File: src/hw/rtl/dwm_pkg.sv
// shared types and constants for the decimated window mean per bin block
// no dependencies; imported by every module of the block
`timescale 1ns / 1ps

package dwm_pkg;

    localparam int MAX_WINDOW = 128;
    localparam int MAX_BINS   = 128;
    localparam int MAX_STEP   = 1024;

    // register field widths
    localparam int WIN_W  = 8;
    localparam int STEP_W = 11;
    localparam int BINS_W = 8;

    localparam int SLOT_W   = $clog2(MAX_WINDOW);
    localparam int BIN_W    = $clog2(MAX_BINS);
    localparam int HIST_AW  = SLOT_W + BIN_W;
    localparam int HIST_DEPTH = MAX_WINDOW * MAX_BINS;

    localparam int SAMPLE_W  = 32;
    localparam int SUM_W     = 40;
    localparam int IDX_W     = 7;
    localparam int DIV_CNT_W = $clog2(SUM_W + 1);

    localparam int CFG_IDX_W  = 2;
    localparam int CFG_DATA_W = 11;

    localparam int OUT_TDATA_W = ((SAMPLE_W + IDX_W + 7) / 8) * 8;

    localparam logic [WIN_W-1:0]  WINDOW_RST = WIN_W'(100);
    localparam logic [STEP_W-1:0] STEP_RST   = STEP_W'(50);
    localparam logic [BINS_W-1:0] BINS_RST   = BINS_W'(64);

    typedef enum logic [CFG_IDX_W-1:0] {
        REG_WINDOW = 2'd0,
        REG_STEP   = 2'd1,
        REG_BINS   = 2'd2
    } t_reg_idx;

    typedef enum logic [1:0] {
        S_IDLE,
        S_UPDATE,
        S_DIV,
        S_SEND
    } t_state;

    // one read-modify-write of the history and sum stores
    typedef struct packed {
        logic [SLOT_W-1:0]          slot;
        logic [BIN_W-1:0]           bin;
        logic signed [SAMPLE_W-1:0] val;
        logic                       hist_ok;   // history entry written since restart
        logic                       sum_ok;    // sum entry written since restart
    } t_rmw_req;

endpackage

File: src/hw/rtl/dwm_div.sv
// serial signed divide of a window sum by the window length, one bit a cycle
// depends on dwm_pkg
`timescale 1ns / 1ps

module dwm_div import dwm_pkg::*; (
    input  logic                       i_clk,
    input  logic                       i_rst_n,
    input  logic                       i_start,
    input  logic signed [SUM_W-1:0]    i_dividend,
    input  logic [WIN_W-1:0]           i_divisor,
    output logic                       o_done,
    output logic [SAMPLE_W-1:0]        o_quot
);

    logic [SUM_W-1:0]     r_q;
    logic [WIN_W-1:0]     r_rem;
    logic [WIN_W-1:0]     r_div;
    logic                 r_neg;
    logic [DIV_CNT_W-1:0] r_cnt;
    logic                 r_done;

    logic [SUM_W-1:0]     mag;
    logic [WIN_W:0]       trial;
    logic                 fits;
    logic [WIN_W:0]       diff;
    logic [SUM_W-1:0]     signed_q;

    assign mag   = i_dividend[SUM_W-1] ? SUM_W'(-i_dividend) : SUM_W'(i_dividend);
    assign trial = {r_rem, r_q[SUM_W-1]};
    assign fits  = (trial >= {1'b0, r_div});
    assign diff  = trial - {1'b0, r_div};

    always_ff @(posedge i_clk) begin
        if (!i_rst_n) begin
            r_cnt  <= '0;
            r_done <= 1'b0;
        end else begin
            r_done <= 1'b0;
            if (i_start) begin
                r_cnt <= DIV_CNT_W'(SUM_W);
            end else if (r_cnt != '0) begin
                r_cnt <= r_cnt - 1'b1;
                if (r_cnt == DIV_CNT_W'(1)) begin
                    r_done <= 1'b1;
                end
            end
        end
    end

    always_ff @(posedge i_clk) begin
        if (i_start) begin
            r_q   <= mag;
            r_rem <= '0;
            r_div <= i_divisor;
            r_neg <= i_dividend[SUM_W-1];
        end else if (r_cnt != '0) begin
            r_q   <= {r_q[SUM_W-2:0], fits};
            r_rem <= fits ? diff[WIN_W-1:0] : trial[WIN_W-1:0];
        end
    end

    // truncation toward zero: divide magnitudes, then restore sign
    assign signed_q = r_neg ? (~r_q + 1'b1) : r_q;
    assign o_quot   = signed_q[SAMPLE_W-1:0];
    assign o_done   = r_done;

endmodule

File: config.mk
export PLATFORM = sky130hd
export DESIGN_NAME = dwm_div
export DESIGN_NICKNAME = d
export VERILOG_FILES = /design/src/hw/rtl/dwm_pkg.sv /design/src/hw/rtl/dwm_div.sv
export SDC_FILE = /design/constraint.sdc
export NUM_CORES = 1
export LEC_CHECK = 0
export BUFFER_PORTS_ARGS = -buffer_cell sky130_fd_sc_hd__buf_2
export CAP_MARGIN = 20
export CORE_UTILIZATION = 30
export CTS_BUF_LIST = sky130_fd_sc_hd__clkbuf_4 sky130_fd_sc_hd__clkbuf_8
export DETAILED_ROUTE_END_ITERATION = 7
export HOLD_SLACK_MARGIN = 0.15
export MAX_ROUTING_LAYER = met4
export SLEW_MARGIN = 0
export SYNTH_ARGS = -nofsm -noshare
export SYNTH_HDL_FRONTEND = slang
export SYNTH_SLANG_ARGS = --single-unit
File: constraint.sdc
create_clock -name i_clk -period 3 [get_ports i_clk]
set_clock_uncertainty 0.1 [all_clocks]
set_input_delay 0.15 -clock i_clk [delete_from_list [all_inputs] [get_ports i_clk]]
set_output_delay 0.15 -clock i_clk [all_outputs]
set_load 0.005 [all_outputs]
=== Word level (Yosys, flattened, before mapping) ===
Index checks and enable logic that the tools add are counted.

* Word-level logic and storage cells: 28
* Input port bits: 51
* Register bits after elaboration: 64
* Output and inout bits: 33

* Add/subtract/negate cells: 4
* Eq/ne operators: 1
* Multiplexer cells: 8
* Reduce and logical (&&, ||, !) cells: 4
* Order comparisons: 1
* Bitwise gates (word level): 3

{| class="wikitable"
|+ Operators with widths
! operator !! number
|-
| 40-bit two-way mux || 3
|-
| 40-bit negator || 1
|-
| 32-bit by 1-bit adder with 32-bit output, second input constant || 1
|-
| 32-bit two-way mux || 1
|-
| 32-bit inverter || 1
|-
| 6-bit two-way mux || 2
|-
| 9-bit by 8-bit greater-or-equal comparator with 1-bit output || 1
|-
| 8-bit two-way mux || 1
|-
| 8-bit subtractor || 1
|-
| 6-bit by 1-bit equality test with 1-bit output, second input constant || 1
|-
| 6-bit nonzero test || 1
|-
| 6-bit by 1-bit subtractor with 6-bit output, second input constant || 1
|-
| 3-bit OR reduction || 1
|-
| 1-bit inverter || 2
|-
| 2-bit nonzero test || 1
|-
| 2-bit OR reduction || 1
|-
| 1-bit two-way mux || 1
|}

=== Depth between registers and ports, before layout ===
* Depth after elaboration: 3
* Gate-level depth with buffers: 8
* Depth with buffers taken out: 8

=== Worst setup path after synthesis ===
No wires, ideal clock.

* Path type: register to register
* Start point: reg r_cnt[2]
* End point: reg r_q[0] (enable)
* Arrival time: 2.141 ns
* Stages on the path, launching flop included: 6
* Setup slack: 0.229 ns
* Library setup time: 0.530 ns
* Cells stage by stage: dfxtp_1 > nor4_1 > and2_1 > clkbuf_1 > clkbuf_1 > nand2_1

* Longest elaborated chain between the ends: 2

{| class="wikitable"
|+ Ends and longest elaborated chain
! what !! RTL line !! RTL
|-
| from (decl) || dwm_div.sv:19 || <nowiki>logic [DIV_CNT_W-1:0] r_cnt;</nowiki>
|-
| from (signal assigned) || dwm_div.sv:40 || <nowiki>r_cnt <= DIV_CNT_W'(SUM_W);</nowiki>
|-
| from (signal assigned) || dwm_div.sv:42 || <nowiki>r_cnt <= r_cnt - 1'b1;</nowiki>
|-
| 6-bit nonzero test || dwm_div.sv:56 || <nowiki>end else if (r_cnt != '0) begin</nowiki>
|-
| 2-bit nonzero test (no line) || n/a ||
|-
| to (signal assigned) || dwm_div.sv:52 || <nowiki>r_q <= mag;</nowiki>
|-
| to (signal assigned) || dwm_div.sv:57 || <nowiki>r_q <= {r_q[SUM_W-2:0], fits};</nowiki>
|-
| to (decl) || dwm_div.sv:15 || <nowiki>logic [SUM_W-1:0] r_q;</nowiki>
|}

Every way passes these cells.
A chain may end at the register's enable or synchronous reset.

=== Worst setup path in the final report ===
* Start point: reg r_q[17]
* End point: out o_quot[31]

* Longest elaborated chain between the ends: 3

{| class="wikitable"
|+ Ends and longest elaborated chain
! what !! RTL line !! RTL
|-
| 32-bit inverter || dwm_div.sv:63 || <nowiki>assign signed_q = r_neg ? (~r_q + 1'b1) : r_q;</nowiki>
|-
| 32-bit by 1-bit adder with 32-bit output || dwm_div.sv:63 ||
|-
| 32-bit two-way mux || dwm_div.sv:63 ||
|-
| to (decl) || dwm_div.sv:12 || <nowiki>output logic [SAMPLE_W-1:0] o_quot</nowiki>
|}

Every way passes these cells.

==> impl_metrics.tcl <==
set metrics [dict create \
    relSlewSlack_pct 43.1 \
    antenna_found_initial 0 \
    cp-start-kind "flop" \
    syn_area_um2 4810 \
    whs_ps 168 \
    die_w_um 129 \
    grt_pass1_vias 4581 \
    setup_violations 2 \
    netlist-cell-type-count 61 \
    numCtsBuffers 9 \
    max_stage_delay_ps 550 \
    port-buffer-count 83 \
    globalplace.congestion 0.852 \
    rows 45 \
    num_vias 4671 \
    vias_per_cell 5.18 \
    synth.top_cell.area_share_pct 30.6 \
    wl_per_cell_um 14.9 \
    synth_nets 619 \
    drtIter0Drc 236 \
    maxSlewViolCount 0 \
    yosys.area.top_type "edfxtp_1" \
    leakagePower_nw 2.38 \
    overflow 0 \
    layout_commonest_cell "buf_2" \
    drc 0 \
    io-pin-count 84 \
    initial_core_util_pct 31.2 \
    globalRouteTotalUtil_pct 17.2 \
    worst-path-max-fanout 2 \
    hp-class "in2reg" \
    synth_flop_cell "edfxtp_1" \
    n_fill_cell 1566 \
    hold_violations 0 \
    drive_gt1_share_pct 21.2 \
    syn-instance-count 554 \
    layout_common_cells "buf_2, nor2_1, edfxtp_1" \
    critPathKind "reg2out" \
    fmax_mhz 324 \
    drv_cap 0 \
    syn_avg_cell_area_um2 8.68 \
    path_delay_family "simple AND/OR/NAND/NOR gates" \
    synthArstFlopShare_pct 0 \
    rsz0062_at_grt "true" \
    ant_nets 0 \
    cpMostUsedCell "or4_4" \
    synth_edf_count 49 \
    numClockSinks 64 \
    cts_tree "built" \
    final_nets 750 \
    clk_latency_ps 360 \
    setup_slack_ps -86.9 \
    worstPathCellList "or4_4, or4b_4, or4_4, o31ai_4, xnor2_1, buf_2" \
    drt_wl_total_mm 13.4 \
    violations "negative setup slack" \
    die_y_um 129 \
    slowest_stage "or4_4" \
    synth-seq-area-share_pct 36.8 \
    ys_seq_elements 64 \
    clkTransAtPathRegs_ps 80 \
    min_period_over_period_pct 103 \
    worst_slew_pin_slew_ps 854 \
    drt_first_pass_iters 5 \
    power_density_nw_per_um2 560 \
    synth_warnings 0 \
    end_kind "output pin" \
    pre_cts_ws_ps 151 \
    htreeDepth 3 \
    worst-path-buf-inv 1 \
    yosys-top-cells-area "edfxtp_1, xnor2_1, dfxtp_1" \
    diodes 0 \
    area_delta_synth_final_pct 29.2 \
    cts.root.buffer_cell "clkbuf_8" \
    grt_max_degree 58 \
    die_area_um2 16500 \
    total_power_mw 3.48 \
    hpwl_mm 9.40 \
    run_status "finished, violations left" \
    vdd_drop_max_v 0.000194 \
    critical_path_arrival_ps 2840 \
    fin_crit_ps 3090 \
    design_area_um2 6210 \
    clk_path_buf_depth 2 \
    critPathRequiredTime_ps 2750 \
    placed_area_um2 5470 \
    core-area_um2 15400 \
    grt_pass1_wl_mm 21.7 \
]
## flip-flops by register name, summed over array words and instances (netlist names)
signal,flops
r_div,8
r_rem,8
r_cnt,6
o_done,1
r_neg,1
r_q,40
## cells in the mapped netlist (all sizes together) (2+ instances only)
master,number
dfxtp,15
mux2i,3
edfxtp,49
nand3,14
nand4b,2
o311ai,4
or4b,2
or4,5
xor2,26
nor3,20
nor2,68
ha,13
inv,18
o21a,3
nand2b,9
nor4,8
a31oi,2
o41ai,10
nand4,5
nand3b,9
nor4b,2
or3,14
a211oi,4
o211ai,8
a21oi,42
o21ai,28
o31ai,21
and2,3
nand2,47
buf,7
o22ai,3
xnor2,35
clkbuf,23
nor2b,4
and3,5
a21boi,2
a221oi,3
mux2,2
## metrics by stage
step           setup TNS, ps  util, %  cells
2_1_floorplan              0        -    554
3_5_place_dp               0     35.4    832
3_3_place_gp               0     35.4    832
4_1_cts                 -235     39.9    897
6_report                -113     40.3    901
5_1_grt                 -439     40.3    901
## worst register-to-register path, cell delays in order (launching register included)
cell and delay (ps):
dfxtp_1 340, ha_1 370, o21a_1 200, a21boi_0 200
o21ai_0 540, nand2_1 250, o311ai_0 350
## routing by layer
metal  global-route usage [%]  wire length, µm
met3                     2.41              603
met1                     21.5             6160
met4                     8.37              322
met5                        -                0
met2                     27.2             6360
## kinds of logic after synthesis
kind of cell               count (synthesis)  synth area share [%]
DFF                                       64                  36.8
AOI/OAI and AO/OA                        140                  19.1
buffers and inverters                     48                  4.06
and+or+nand+nor                          222                  24.0
muxes                                      5                  1.09
xor gates and xnor gates                  61                  11.1
adders and majority gates                 14                  3.80
## power breakdown
part / internal, mW / switching [mW] / total, mW
logic: 0.628 / 0.725 / 1.35
clock network: 0.421 / 0.361 / 0.782
registers: 1.18 / 0.170 / 1.35
total: 2.23 / 1.26 / 3.48
## area by class of cell
cell class | instances | area [µm²] | area share [%]
clock buffer | 12 | 153 | 2.46
clock inverter | 4 | 45.0 | 0.725
inverter | 18 | 67.6 | 1.09
multi-input combinational | 442 | 2890 | 46.5
sequential | 64 | 1770 | 28.5
tap | 211 | 264 | 4.25
timing repair buffer | 150 | 1020 | 16.5
## worst paths after layout
path / from / to / slack [ps] / depth (start not counted)
worst max-delay path: r_q[17] / o_quot[31] / -90 / 6
worst min-delay path: i_dividend[24] / r_q[24] / 170 / 3
worst max register to register: r_rem[1] / r_rem[1] / 550 / 6
worst min register to register: r_cnt[1] / r_cnt[1] / 410 / 2
## what timing repair did
item / CTS / global route
hold buffers: 42 / 0
endpoints found under the hold margin: 48 / 0
setup buffers: 7 / 4
pin swaps: 3 / 3
gates resized for setup: 4 / 6
endpoints found under the setup margin: 6 / 18
Power figures use the tool's default switching activity.
